--- src/sv/ip_prefix_tree_lookup_assert.svh ---
// ----------------------------------------------------------------------------
// ip_prefix_tree_lookup_assert.svh
// Assertion macros for the prefix tree lookup. They expand to nothing in
// synthesis.
// ----------------------------------------------------------------------------
`ifndef IP_PREFIX_TREE_LOOKUP_ASSERT_SVH
`define IP_PREFIX_TREE_LOOKUP_ASSERT_SVH
`ifndef SYNTHESIS
// ante must be followed by cons in the same cycle
`define IPPTL_ASSERT_IMP(label, clk, rst_n, ante, cons) \
	label: assert property (@(posedge clk) disable iff (!rst_n) (ante) |-> (cons)) \
		else $error("ipptl assertion failed");
// expr must never hold
`define IPPTL_ASSERT_NEVER(label, clk, rst_n, expr) \
	label: assert property (@(posedge clk) disable iff (!rst_n) !(expr)) \
		else $error("ipptl assertion failed");
`else
`define IPPTL_ASSERT_IMP(label, clk, rst_n, ante, cons)
`define IPPTL_ASSERT_NEVER(label, clk, rst_n, expr)
`endif
`endif

--- src/sv/ipptl_pkg.sv ---
// ----------------------------------------------------------------------------
// ipptl_pkg
// Shared types and constants of the prefix tree lookup.
// ----------------------------------------------------------------------------
package ipptl_pkg;

	// default tree store size in bytes
	localparam int TREE_BYTES_DEF = 65536;

	// command queue between front and back (power of two)
	localparam int QUEUE_DEPTH = 2;
	localparam int QPTR_W      = $clog2(QUEUE_DEPTH);
	localparam int QCNT_W      = $clog2(QUEUE_DEPTH + 1);

	// store is split in byte lanes so one record comes out in one read
	localparam int LANES  = 4;
	localparam int LANE_W = 2;

	// base byte position of a record
	localparam int BASE_W = 21;

	// result status codes
	localparam logic [2:0] STAT_WRITE   = 3'd0;
	localparam logic [2:0] STAT_HIT     = 3'd1;
	localparam logic [2:0] STAT_NONE    = 3'd2;
	localparam logic [2:0] STAT_REJECT  = 3'd3;
	localparam logic [2:0] STAT_OUTSIDE = 3'd4;

	// configuration register indexes
	localparam logic [1:0] CFG_NODE_COUNT    = 2'd0;
	localparam logic [1:0] CFG_RECORD_FORMAT = 2'd1;
	localparam logic [1:0] CFG_TREE_IS_IPV6  = 2'd2;

	// record formats; the unused code decodes as 32-bit records
	localparam logic [1:0] FMT_24 = 2'd0;
	localparam logic [1:0] FMT_28 = 2'd1;

	// walk depths
	localparam logic [7:0] LAST_BIT_V4 = 8'd31;
	localparam logic [7:0] LAST_BIT_V6 = 8'd127;

	typedef enum logic [1:0] {
		CMD_WRITE  = 2'd0,
		CMD_REJECT = 2'd1,
		CMD_WALK   = 2'd2
	} cmd_kind_t;

	// classified request as it travels through the queue
	typedef struct packed {
		cmd_kind_t      kind;
		logic           wr_ok;
		logic [15:0]    wr_addr;
		logic [7:0]     wr_data;
		logic [127:0]   key;
		logic           long_walk;
	} cmd_t;

endpackage

--- src/sv/ipptl_queue.sv ---
// ----------------------------------------------------------------------------
// ipptl_queue
// Short command FIFO that lets the front accept while the back walks.
// ----------------------------------------------------------------------------
module ipptl_queue (
	input  logic            clk,
	input  logic            arst_n,
	input  logic            push,
	input  ipptl_pkg::cmd_t push_cmd,
	output logic            full,
	input  logic            pop,
	output logic            empty,
	output ipptl_pkg::cmd_t head
);

	ipptl_pkg::cmd_t                   entry_q [ipptl_pkg::QUEUE_DEPTH];
	logic [ipptl_pkg::QPTR_W-1:0]      wr_ptr_q;
	logic [ipptl_pkg::QPTR_W-1:0]      rd_ptr_q;
	logic [ipptl_pkg::QCNT_W-1:0]      count_q;

	assign full  = count_q == ipptl_pkg::QCNT_W'(ipptl_pkg::QUEUE_DEPTH);
	assign empty = count_q == '0;
	assign head  = entry_q[rd_ptr_q];

	// pointers and fill count
	always_ff @(posedge clk or negedge arst_n) begin
		if (!arst_n) begin
			wr_ptr_q <= '0;
			rd_ptr_q <= '0;
			count_q  <= '0;
		end else begin
			if (push) begin
				wr_ptr_q <= wr_ptr_q + 1'b1;
			end
			if (pop) begin
				rd_ptr_q <= rd_ptr_q + 1'b1;
			end
			if (push && !pop) begin
				count_q <= count_q + 1'b1;
			end else if (pop && !push) begin
				count_q <= count_q - 1'b1;
			end
		end
	end

	// entry storage
	always_ff @(posedge clk) begin
		if (push) begin
			entry_q[wr_ptr_q] <= push_cmd;
		end
	end

endmodule

--- config.mk ---
export PLATFORM = sky130hd
export DESIGN_NAME = ipptl_queue
export DESIGN_NICKNAME = d
export VERILOG_FILES = /design/src/sv/ip_prefix_tree_lookup_assert.svh /design/src/sv/ipptl_pkg.sv /design/src/sv/ipptl_queue.sv
export SDC_FILE = /design/constraint.sdc
export NUM_CORES = 1
export LEC_CHECK = 0
export BUFFER_PORTS_ARGS = -buffer_cell sky130_fd_sc_hd__clkbuf_2
export CORE_UTILIZATION = 45
export CTS_BUF_LIST = sky130_fd_sc_hd__clkbuf_16
export CTS_CLUSTER_SIZE = 30
export DETAILED_ROUTE_END_ITERATION = 16
export GPL_ROUTABILITY_DRIVEN = 1
export PLACE_DENSITY = 0.8
export REMOVE_ABC_BUFFERS = 1
export SYNTH_ARGS = -nofsm -noshare
export SYNTH_HDL_FRONTEND = slang
export SYNTH_SLANG_ARGS = --single-unit
--- constraint.sdc ---
create_clock -name clk -period 25.2 [get_ports clk]
set_input_delay 2.52 -clock clk [delete_from_list [all_inputs] [get_ports clk]]
set_output_delay 2.52 -clock clk [all_outputs]
set_load 0.02 [all_outputs]
==> key figures <==
Outcome
  – Outcome: completed

Layout
  – Layout cell share with drive strength beyond 1: 60.5%
  – Area overhead of the layout relative to synthesis: 24.4%
  – Post-route insts no fill: 1,193
  – Nets@finish: 1,001

Clock tree
  – Post-CTS setup buffer count: 0
  – Worst-skew pair later-pin latency: 0.53 ns
  – CTS tree: yes
  – CTS Buf Count: 31
  – Reg clk slew, reported paths: 0.06 ns
  – # resized after CTS: 0
  – # clock sinks: 316
  – CTS H-tree lvls: 1
  – Post-cts hold buffer count: 0
  – Max clock buf depth: 3
  – Root Driver: clkbuf_16

Timing
  – Setup ws final: 20.27 ns
  – Hold WS: 0.488 ns
  – Relative slew margins: 27.5%
  – Highest Clock Rate: 0.203 GHz
  – Final Cycle Share: 19.6%
  – Final Skew: 0.00693 ns
  – Slew Limit Fails: 0
  – Worst slew pin tran: 1.09 ns
  – Total negative slack: 0 ns
  – Setup violators final: 0
  – Tmin final: 4.93 ns
  – Unrepaired setup endpoints after global routing: false
  – Endpoints failing hold: 0

Floorplanning
  – Starting Density: 45.7%
  – Die X: 162 microns
  – DIE AREA: 26,200 sq um
  – # IOs: 318
  – Row cnt: 58
  – Core ar.: 25,100 sq um
  – Die Height: 162 microns

Pwr
  – Power density cells: 116 nW/um^2
  – Leak: 0.00547 uW
  – Worst VDD drop: 0.0000800 V

Synthesis
  – Adder and majority gate portion of the synthesized area: 0.109%
  – #FFs+latches synth: 316
  – Syn Inst Count: 501
  – Post-Syn Area: 11,500 sq um
  – Compound-Gate Fraction of Synth Area: 0%
  – Synth Area per Inst: 22.9 sq um
  – Xor/xnor cell area share of the yosys netlist: 0.381%
  – Synth Area in Simple Gates: 0.229%
  – Largest family of logic cells by synthesized area: multiplexers
  – Post-synthesis sequential area ratio: 82.5%
  – Post-synthesis mux area share: 15.3%
  – Distinct cells, synth: 13
  – Synth warn: 0

Worst setup path
  – Crit path DAT: 2.41 ns
  – Max stage delay on crit path: 0.78 ns
  – Worst Path Max Fanout: 79
  – WP data required: 22.68 ns
  – Reg2reg setup slack: 23.21 ns
  – Critical-path cell list: buf_4 -> mux2_2 -> clkbuf_2
  – Worst path slowest cell: buf_4
  – Setup crit end kind: output port
  – Crit Path Class: flop to output port
  – Worst Setup Start Kind: flop

GRT
  – Initial antenna violation count: 2
  – Total track usage: 15.2%
  – Largest net degree at the start of global routing: 82
  – Total grt overflow: 0
  – Vias in the first global route: 6,016
  – First-pass GRT wire length: 30,800 microns

Placed design
  – Port bufs: 317
  – Pre-CTS setup slack: 20.82 ns
  – DP HPWL: 13,800 microns
  – Placed cells: 1,137
  – Gpl congestion: 0.736

Worst hold path
  – Hold crit path type: flop to flop

Routing
  – Via density: 4.83
  – First-pass DRT Iterations: 4
  – DR iter-0 viols: 274
  – Routed vias: 5,758
  – Drt drc: 0
  – Post-DR wirelength/cell: 17.4 microns
  – Antenna viol nets, final: 0
  – Final WL: 20,700 microns

Job
  – Max-cap violations: 0
kinds of logic after synthesis:
kind of cell / after synthesis
multiplexers: 156
flip-flops: 316
adder cells (fa/ha/maj): 1
XOR/XNOR: 5
buffers and inverters: 18
AND/OR/NAND/NOR: 5
layout by cell type (no fill, tap or decap), types with 2 or more instances in the layout:
cell,synthesis,layout
clkbuf_2,0,317
clkbuf_16,0,31
xor2_1,4,4
nor2_1,2,2
dfrtp_1,4,3
clkinvlp_4,0,2
edfxtp_1,312,312
inv_1,1,13
diode_2,0,2
clkinv_2,0,4
clkinv_1,0,3
mux2_2,156,156
buf_4,2,6
routing by layer:
metal | vias up | track usage [%] | part of all wire, %
li1 | 2683 | - | -
met2 | 219 | 26.8 | 51
met1 | 2817 | 16.7 | 37
met3 | 39 | 5.31 | 8.8
met5 | - | 0 | 0
met4 | 0 | 5.75 | 2.6
cell type report:
| class | count | area (sq um) |
|---|---|---|
| diodes | 2 | 5.00 |
| clock buffers | 31 | 776 |
| clock inverters | 23 | 130 |
| fillers | 1974 | 10800 |
| inverters | 1 | 3.75 |
| multi-input cells | 167 | 1850 |
| flip-flops and latches | 316 | 9470 |
| well taps | 330 | 413 |
| repair buffers | 323 | 1630 |
Yosys cell counts:
cell type | number | area [sq um]
edfxtp_1 | 312 | 9370
mux2_2 | 156 | 1760
buf_6 | 13 | 146
dfrtp_1 | 4 | 100
xor2_1 | 4 | 35.0
buf_2 | 2 | 10.0
buf_4 | 2 | 15.0
nor2_1 | 2 | 7.51
nor2b_1 | 2 | 12.5
and2_1 | 1 | 6.26
ha_1 | 1 | 12.5
inv_1 | 1 | 3.75
xnor2_1 | 1 | 8.76
registers in the layout, summed over array words and instances, names as in the netlist:
| name | count |
|---|---|
| rd_ptr_q | 1 |
| entry_q | 312 |
| wr_ptr_q | 1 |
| count_q | 2 |
through the flow:
stage / total power, uW / utilization (%) / cell area, sq um
3_5_place_dp: 1260 / 53.2 / 13400
4_1_cts: 1670 / 56.9 / 14300
2_1_floorplan: 1120 / - / 11300
5_1_grt: 1720 / 56.9 / 14300
6_report: 1650 / 56.9 / 14300
3_3_place_gp: 1250 / 53.2 / 13400
final timing paths:
kind	from	end	cells past startpoint
setup reg to reg	wr_ptr_q	entry_q[1][82]	2
max in group asynchronous	arst_n	rd_ptr_q	1
hold reg to reg	count_q[1]	count_q[1]	1
hold / removal	count_q[1]	count_q[1]	1
setup / recovery	rd_ptr_q	head[114]	3
min in group asynchronous	arst_n	wr_ptr_q	1
report_power, final:
group	internal [uW]	leakage, uW	total [uW]	switching, uW
Clock	231	0.000485	407	177
Sequential	699	0.00297	722	22.2
Combinational	198	0.00201	522	323
Total	1130	0.00547	1650	522
worst max-delay path, delay by kind of cell, from the launching register on:
kind | cells | cell delay, ns
buf+inv | 2 | 0.94
flops | 1 | 0.41
mux | 1 | 0.44
(Power assumes the default switching activity.)
