$ cat src/sv/ip_prefix_tree_lookup_assert.svh
// ----------------------------------------------------------------------------
// ip_prefix_tree_lookup_assert.svh
// Assertion macros for the prefix tree lookup. They expand to nothing in
// synthesis.
// ----------------------------------------------------------------------------
`ifndef IP_PREFIX_TREE_LOOKUP_ASSERT_SVH
`define IP_PREFIX_TREE_LOOKUP_ASSERT_SVH
`ifndef SYNTHESIS
// ante must be followed by cons in the same cycle
`define IPPTL_ASSERT_IMP(label, clk, rst_n, ante, cons) \
	label: assert property (@(posedge clk) disable iff (!rst_n) (ante) |-> (cons)) \
		else $error("ipptl assertion failed");
// expr must never hold
`define IPPTL_ASSERT_NEVER(label, clk, rst_n, expr) \
	label: assert property (@(posedge clk) disable iff (!rst_n) !(expr)) \
		else $error("ipptl assertion failed");
`else
`define IPPTL_ASSERT_IMP(label, clk, rst_n, ante, cons)
`define IPPTL_ASSERT_NEVER(label, clk, rst_n, expr)
`endif
`endif

$ cat src/sv/ipptl_pkg.sv
// ----------------------------------------------------------------------------
// ipptl_pkg
// Shared types and constants of the prefix tree lookup.
// ----------------------------------------------------------------------------
package ipptl_pkg;

	// default tree store size in bytes
	localparam int TREE_BYTES_DEF = 65536;

	// command queue between front and back (power of two)
	localparam int QUEUE_DEPTH = 2;
	localparam int QPTR_W      = $clog2(QUEUE_DEPTH);
	localparam int QCNT_W      = $clog2(QUEUE_DEPTH + 1);

	// store is split in byte lanes so one record comes out in one read
	localparam int LANES  = 4;
	localparam int LANE_W = 2;

	// base byte position of a record
	localparam int BASE_W = 21;

	// result status codes
	localparam logic [2:0] STAT_WRITE   = 3'd0;
	localparam logic [2:0] STAT_HIT     = 3'd1;
	localparam logic [2:0] STAT_NONE    = 3'd2;
	localparam logic [2:0] STAT_REJECT  = 3'd3;
	localparam logic [2:0] STAT_OUTSIDE = 3'd4;

	// configuration register indexes
	localparam logic [1:0] CFG_NODE_COUNT    = 2'd0;
	localparam logic [1:0] CFG_RECORD_FORMAT = 2'd1;
	localparam logic [1:0] CFG_TREE_IS_IPV6  = 2'd2;

	// record formats; the unused code decodes as 32-bit records
	localparam logic [1:0] FMT_24 = 2'd0;
	localparam logic [1:0] FMT_28 = 2'd1;

	// walk depths
	localparam logic [7:0] LAST_BIT_V4 = 8'd31;
	localparam logic [7:0] LAST_BIT_V6 = 8'd127;

	typedef enum logic [1:0] {
		CMD_WRITE  = 2'd0,
		CMD_REJECT = 2'd1,
		CMD_WALK   = 2'd2
	} cmd_kind_t;

	// classified request as it travels through the queue
	typedef struct packed {
		cmd_kind_t      kind;
		logic           wr_ok;
		logic [15:0]    wr_addr;
		logic [7:0]     wr_data;
		logic [127:0]   key;
		logic           long_walk;
	} cmd_t;

endpackage

$ cat src/sv/ipptl_front.sv
// ----------------------------------------------------------------------------
// ipptl_front
// Classifies a request into a store write, a rejection or a tree walk and
// builds the 128-bit walk key, most significant bit walked first.
// ----------------------------------------------------------------------------
module ipptl_front #(
	parameter int TREE_BYTES = ipptl_pkg::TREE_BYTES_DEF
) (
	input  logic               action,
	input  logic [15:0]        byte_address,
	input  logic [7:0]         byte_value,
	input  logic [63:0]        key_high,
	input  logic [63:0]        key_low,
	input  logic               key_is_v4,
	input  logic [15:0]        node_total,
	input  logic               tree_is_ipv6,
	output ipptl_pkg::cmd_t    cmd
);

	always_comb begin
		cmd.wr_addr   = byte_address;
		cmd.wr_data   = byte_value;
		// writes past the store end are dropped but still answered
		cmd.wr_ok     = 32'(byte_address) < 32'(TREE_BYTES);
		cmd.long_walk = tree_is_ipv6;

		// key placement: v4 tree uses the top 32 bits, v4 in v6 sits after 96 zeros
		if (!tree_is_ipv6) begin
			cmd.key = {key_low[31:0], 96'd0};
		end else if (key_is_v4) begin
			cmd.key = {96'd0, key_low[31:0]};
		end else begin
			cmd.key = {key_high, key_low};
		end

		if (!action) begin
			cmd.kind = ipptl_pkg::CMD_WRITE;
		end else if (node_total == 16'd0 || (!tree_is_ipv6 && !key_is_v4)) begin
			cmd.kind = ipptl_pkg::CMD_REJECT;
		end else begin
			cmd.kind = ipptl_pkg::CMD_WALK;
		end
	end

endmodule

$ cat config.mk
export PLATFORM = sky130hd
export DESIGN_NAME = ipptl_front
export DESIGN_NICKNAME = d
export VERILOG_FILES = /design/src/sv/ip_prefix_tree_lookup_assert.svh /design/src/sv/ipptl_pkg.sv /design/src/sv/ipptl_front.sv
export SDC_FILE = /design/constraint.sdc
export NUM_CORES = 1
export LEC_CHECK = 0
export ABC_AREA = 1
export BUFFER_PORTS_ARGS = -buffer_cell sky130_fd_sc_hd__buf_2
export CAP_MARGIN = 10
export CORE_AREA = 2 2 128 130
export DETAILED_ROUTE_END_ITERATION = 7
export DIE_AREA = 0 0 130 132
export GPL_ROUTABILITY_DRIVEN = 0
export PLACE_DENSITY_LB_ADDON = 0.25
export SYNTH_ARGS = -nofsm -noshare
export SYNTH_HDL_FRONTEND = slang
export SYNTH_SLANG_ARGS = --single-unit
$ cat constraint.sdc
create_clock -name vclk -period 0.8
set_input_delay 0.12 -clock vclk [all_inputs]
set_output_delay 0.12 -clock vclk [all_outputs]
set_load 0.03 [all_outputs]
==> results.py, run 1 <==
metrics = {
    "status": {
        "status": "finished with violations",
        "violations": "negative setup slack",
    },
    "finish": {
        "antenna_cells": 0,
        "regArea_sq_um": 0,
        "final_common_cell": "buf_2",
        "drive_above_1_share": 0.805,
        "final_cell_mix": "buf_2 (143), buf_6 (125), inv_1 (99)",
        "utilization": 0.372,
        "clock_buffers": 0,
        "multi_input_area_sq_um": 2020,
        "fillCellCount": 1572,
        "syn_to_final_growth_pct": 241,
        "layout.nets": 803,
        "design.seq.count": 0,
        "fin_cells": 846,
    },
    "synth": {
        "syn_area_sq_um": 1710,
        "synthCells": 357,
        "synth_nets": 528,
        "avgSynthCellArea_sq_um": 4.80,
        "yosysWarnings": 0,
        "synth_cell_types": 17,
        "ys_seq_area_frac": 0,
        "synth_top_area_frac": 0.283,
        "synth_top_area_cell": "inv_1",
        "synthTopCellsByArea": "inv_1 (28%), nor2_1 (16%), buf_4 (12%)",
    },
    "global_routing": {
        "grt-ovfl-total": 0,
        "antenna_found_initial": 1,
        "first_global_vias": 3103,
        "grt_usage": 0.121,
        "use_met1": 0.116,
        "met2_usage": 0.258,
        "grt_first_pass_wirelength_microns": 16400,
        "grt_use_met3": 0.0244,
        "grt_max_degree": 21,
        "busiest_layer": "met2",
    },
    "timing": {
        "period_share": 1.28,
        "setup_tns_ns": -14.71,
        "rsz0062_at_grt": "yes",
        "max_freq_mhz": 977,
        "finalSetupViolCount": 98,
        "hold_viol_final": 0,
        "finalWorstSetupSlack_ns": -0.224,
        "drv_slew": 0,
        "fin_crit_ns": 1.02,
        "holdWs_ns": 0.240,
    },
    "die": {
        "rows": 46,
        "die_y_microns": 132,
        "io_pins": 327,
        "die-area_sq_um": 17200,
        "die_w_microns": 130,
        "core_area_sq_um": 15700,
        "start_util": 0.109,
    },
    "critical_path": {
        "path_max_fanout": 7,
        "start_kind": "input port",
        "crit_buf_inv": 4,
        "arrival_ns": 0.90,
        "timing.critical_path.to_type": "output pin",
        "crit_path_top_delay_cell": "clkbuf_16",
        "crit_type": "in2out",
        "worstPathRequired_ns": 0.68,
        "path_cells": "buf_12 -> clkinv_16 -> nand2_8 -> clkbuf_16 -> nor2_2 -> buf_6",
        "cp_top_family": "buffers and inverters",
        "cpPeakStageDelay_ns": 0.21,
    },
    "power": {
        "internal_power_mw": 1.67,
        "power.switching_mw": 1.97,
        "irDropWorstVdd_uv": 338,
        "p_leak_nw": 3.03,
        "powerDensity_nw_per_um2": 621,
        "pwr-share-comb": 1.000,
        "clockPowerShare": 0,
        "seqPwrFrac": 0,
        "power_switching_share": 0.541,
    },
    "routing": {
        "drc": 0,
        "totalWireLength_microns": 12100,
        "final_antenna_net_count": 0,
        "via_per_inst": 3.70,
        "drt_iter0_markers": 38,
        "wl_per_cell_microns": 14.3,
        "firstDrtPassIters": 3,
        "route.vias.total": 3128,
    },
    "clock_tree": {
        "cts.hold.buffers_added": 0,
    },
    "min_path": {
        "hold_class": "in2out",
    },
    "place": {
        "dp_slack_ns": -0.374,
        "hpwlAfterDp_microns": 7800,
        "place_inst": 823,
        "numPortBuffers": 278,
    },
    "run": {
        "maxCapViolations": 0,
    },
}
## power groups by stage
| stage | clock network (mW) | logic (mW) | registers [mW] |
|---|---|---|---|
| 2_1_floorplan | 0 | 1.81 | 0 |
| 3_3_place_gp | 0 | 2.41 | 0 |
| 3_5_place_dp | 0 | 2.41 | 0 |
| 4_1_cts | 0 | 3.36 | 0 |
| 5_1_grt | 0 | 3.84 | 0 |
| 6_report | 0 | 3.63 | 0 |
## path summary, 6_finish.rpt
path                  depth (start not counted)        to          start  slack [ns]
worst min-delay path                          0  cmd[129]  byte_value[0]        0.24
worst max-delay path                          6   cmd[46]      key_is_v4       -0.22
## final cells by class
class                      count  share of cell area
tap                          216              0.0462
multi-input combinational    182               0.346
inverter                     130              0.0879
timing repair buffer         318               0.520
## Yosys cell counts (all sizes together)
cell type and instances:
inv 130, nor2 75, buf 44, nand2 39
nand3 32, o21ai 32, clkbuf 2, a21oi 1
conb 1, or2 1
## logic make-up after synthesis
family / share of synthesized area
other: 0.00219
AND/OR/NAND/NOR: 0.369
buffers and inverters: 0.511
AO/OA/AOI/OAI: 0.118
## stage by stage
stage / total power [mW] / area, sq um
floorplan: 1.81 / 2240
global placement: 2.41 / 3730
detailed placement: 2.41 / 3730
CTS: 3.36 / 5330
global route: 3.84 / 5850
finish: 3.63 / 5850
## per-layer routing
layer | vias to the layer above | part of all wire
met5 | - | 0.0011
met4 | 2 | 0.016
met3 | 24 | 0.084
met2 | 182 | 0.58
met1 | 1400 | 0.32
li1 | 1520 | -
## repair_timing
item,in CTS,in global routing
resized for setup,338,93
buffers inserted,4,2
gates cloned,12,6
hold endpoints to repair,0,0
setup endpoints to repair,131,114
pin swaps,17,14
(Power assumes the default switching activity.)
==> run 2: changes to the inputs <==
- ABC_AREA: 1 -> not set
- CORE_AREA: 2 2 128 130 -> 2 2 126 128
- DIE_AREA: 0 0 130 132 -> 0 0 128 130
==> run 2 against run 1 <==
Critical path type unchanged. The run still ends with negative setup slack left. Non-clock buffer count is 10 lower. Sequential cell count unchanged. Synthesized cell count shrank 31%. Fmax decreased by 12%. Largest cell class unchanged. Global-route usage is 1.8 points lower. Die area decreased by 3.0%. Worst setup slack got worse by 0.14 ns. Sequential share of layout area unchanged. Core utilization is 5.9 points lower. Hold slack about the same. Combinational power decreased by 14%.
==> results.py, run 2 <==
metrics = {
    "die": {
        "die_y_microns": 130,
        "rows": 46,
        "die_w_microns": 128,
        "io_pins": 327,
        "die-area_sq_um": 16600,
        "start_util": 0.0886,
        "core_area_sq_um": 15400,
    },
    "routing": {
        "totalWireLength_microns": 10400,
        "via_per_inst": 3.70,
        "drc": 0,
        "wl_per_cell_microns": 14.8,
        "firstDrtPassIters": 3,
        "final_antenna_net_count": 0,
        "route.vias.total": 2601,
        "drt_iter0_markers": 23,
    },
    "finish": {
        "fillCellCount": 1626,
        "syn_to_final_growth_pct": 253,
        "final_cell_mix": "buf_2 (140), buf_6 (137), and2_4 (76)",
        "layout.nets": 683,
        "utilization": 0.313,
        "multi_input_area_sq_um": 1670,
        "design.seq.count": 0,
        "regArea_sq_um": 0,
        "final_common_cell": "buf_2",
        "clock_buffers": 0,
        "drive_above_1_share": 0.920,
    },
    "min_path": {
        "hold_class": "in2out",
    },
    "global_routing": {
        "antenna_found_initial": 1,
        "first_global_vias": 2662,
        "grt_max_degree": 33,
        "grt-ovfl-total": 0,
        "grt_first_pass_wirelength_microns": 13600,
        "grt_usage": 0.103,
    },
    "timing": {
        "period_share": 1.45,
        "max_freq_mhz": 863,
        "hold_viol_final": 0,
        "drv_slew": 0,
        "rsz0062_at_grt": "yes",
        "setup_tns_ns": -39.12,
        "finalSetupViolCount": 130,
        "fin_crit_ns": 1.16,
        "finalWorstSetupSlack_ns": -0.359,
    },
    "synth": {
        "yosys-top-cells-count": "and2_1 (97), inv_1 (32), nand2_1 (32)",
        "ys_seq_area_frac": 0,
        "avgSynthCellArea_sq_um": 5.58,
        "yosysWarnings": 0,
        "synth_top_area_cell": "and2_1",
        "synthTopCellsByArea": "and2_1 (44%), buf_4 (14%), o21ai_0 (11%)",
        "synthCells": 245,
        "synth_cell_types": 15,
        "yosysMostFrequentCell": "and2_1",
        "synth_nets": 416,
        "syn_area_sq_um": 1370,
        "synth_top_area_frac": 0.444,
    },
    "power": {
        "irDropWorstVdd_uv": 226,
        "p_leak_nw": 2.54,
        "p_total_mw": 3.13,
        "powerDensity_nw_per_um2": 648,
    },
    "clock_tree": {
        "cts.hold.buffers_added": 0,
    },
    "place": {
        "hpwlAfterDp_microns": 7510,
        "dp_slack_ns": -0.456,
        "numPortBuffers": 278,
    },
    "run": {
        "maxCapViolations": 0,
    },
    "critical_path": {
        "arrival_ns": 1.04,
        "start_kind": "input port",
        "timing.critical_path.to_type": "output pin",
        "crit_type": "in2out",
        "worstPathRequired_ns": 0.68,
        "path_max_fanout": 16,
    },
    "status": {
        "status": "finished with violations",
        "violations": "negative setup slack",
    },
}
-- run 2: cell types whose count changed after synthesis, sizes merged, moves of 9 or more --
| cell | change |
|---|---|
| and2 | +97 |
| buf | -12 |
| clkbuf | +9 |
| inv | -98 |
| nand3 | -32 |
| nor2 | -74 |
-- run 2: final cells by class --
type                       count  share of cell area
inverter                      32              0.0249
tap                          192              0.0498
multi-input combinational    170               0.347
antenna                        1            0.000519
timing repair buffer         308               0.578
-- run 2: power breakdown --
group	internal, mW	switching (mW)
Combinational	1.56	1.57
Sequential	0	0
Clock	0.000000167	0
Total	1.56	1.57
-- run 2: per-layer routing --
metal | wire [microns] | track usage | up-vias
met3 | 817 | 0.0168 | 16
met1 | 3370 | 0.100 | 1174
li1 | - | - | 1246
met4 | 278 | 0.0284 | 0
met5 | 0 | 0 | -
met2 | 5940 | 0.221 | 165
-- run 2: worst max-delay path: stages --
cell and delay (ns):
buf_12 0.08, nor2b_4 0.21, buf_6 0.17, clkbuf_16 0.17, and2_4 0.16, buf_6 0.12
-- run 2: logic make-up after synthesis --
| group | synth area share |
|---|---|
| AOI/OAI and AO/OA | 0.124 |
| and+or+nand+nor | 0.568 |
| buffers and inverters | 0.306 |
| other | 0.00274 |
-- run 2: worst paths after layout --
check,start,to,cells after the start
worst min-delay path,byte_address[14],cmd[151],0
worst max-delay path,tree_is_ipv6,cmd[42],6
-- run 2: per-stage QoR --
step | instances | hold slack, ns | instance area [sq um]
floorplan | 245 | 0.364 | 2070
global placement | 684 | 0.240 | 3490
detailed placement | 684 | 0.240 | 3490
CTS | 698 | 0.240 | 4430
global route | 703 | 0.240 | 4820
finish | 703 | 0.240 | 4820
-- run 2: repair_timing --
item                       in CTS  in global routing
setup endpoints to repair     130                130
pin swaps                      38                 23
gates resized for setup       227                116
cloned                          6                  6
setup buffers                   8                  0
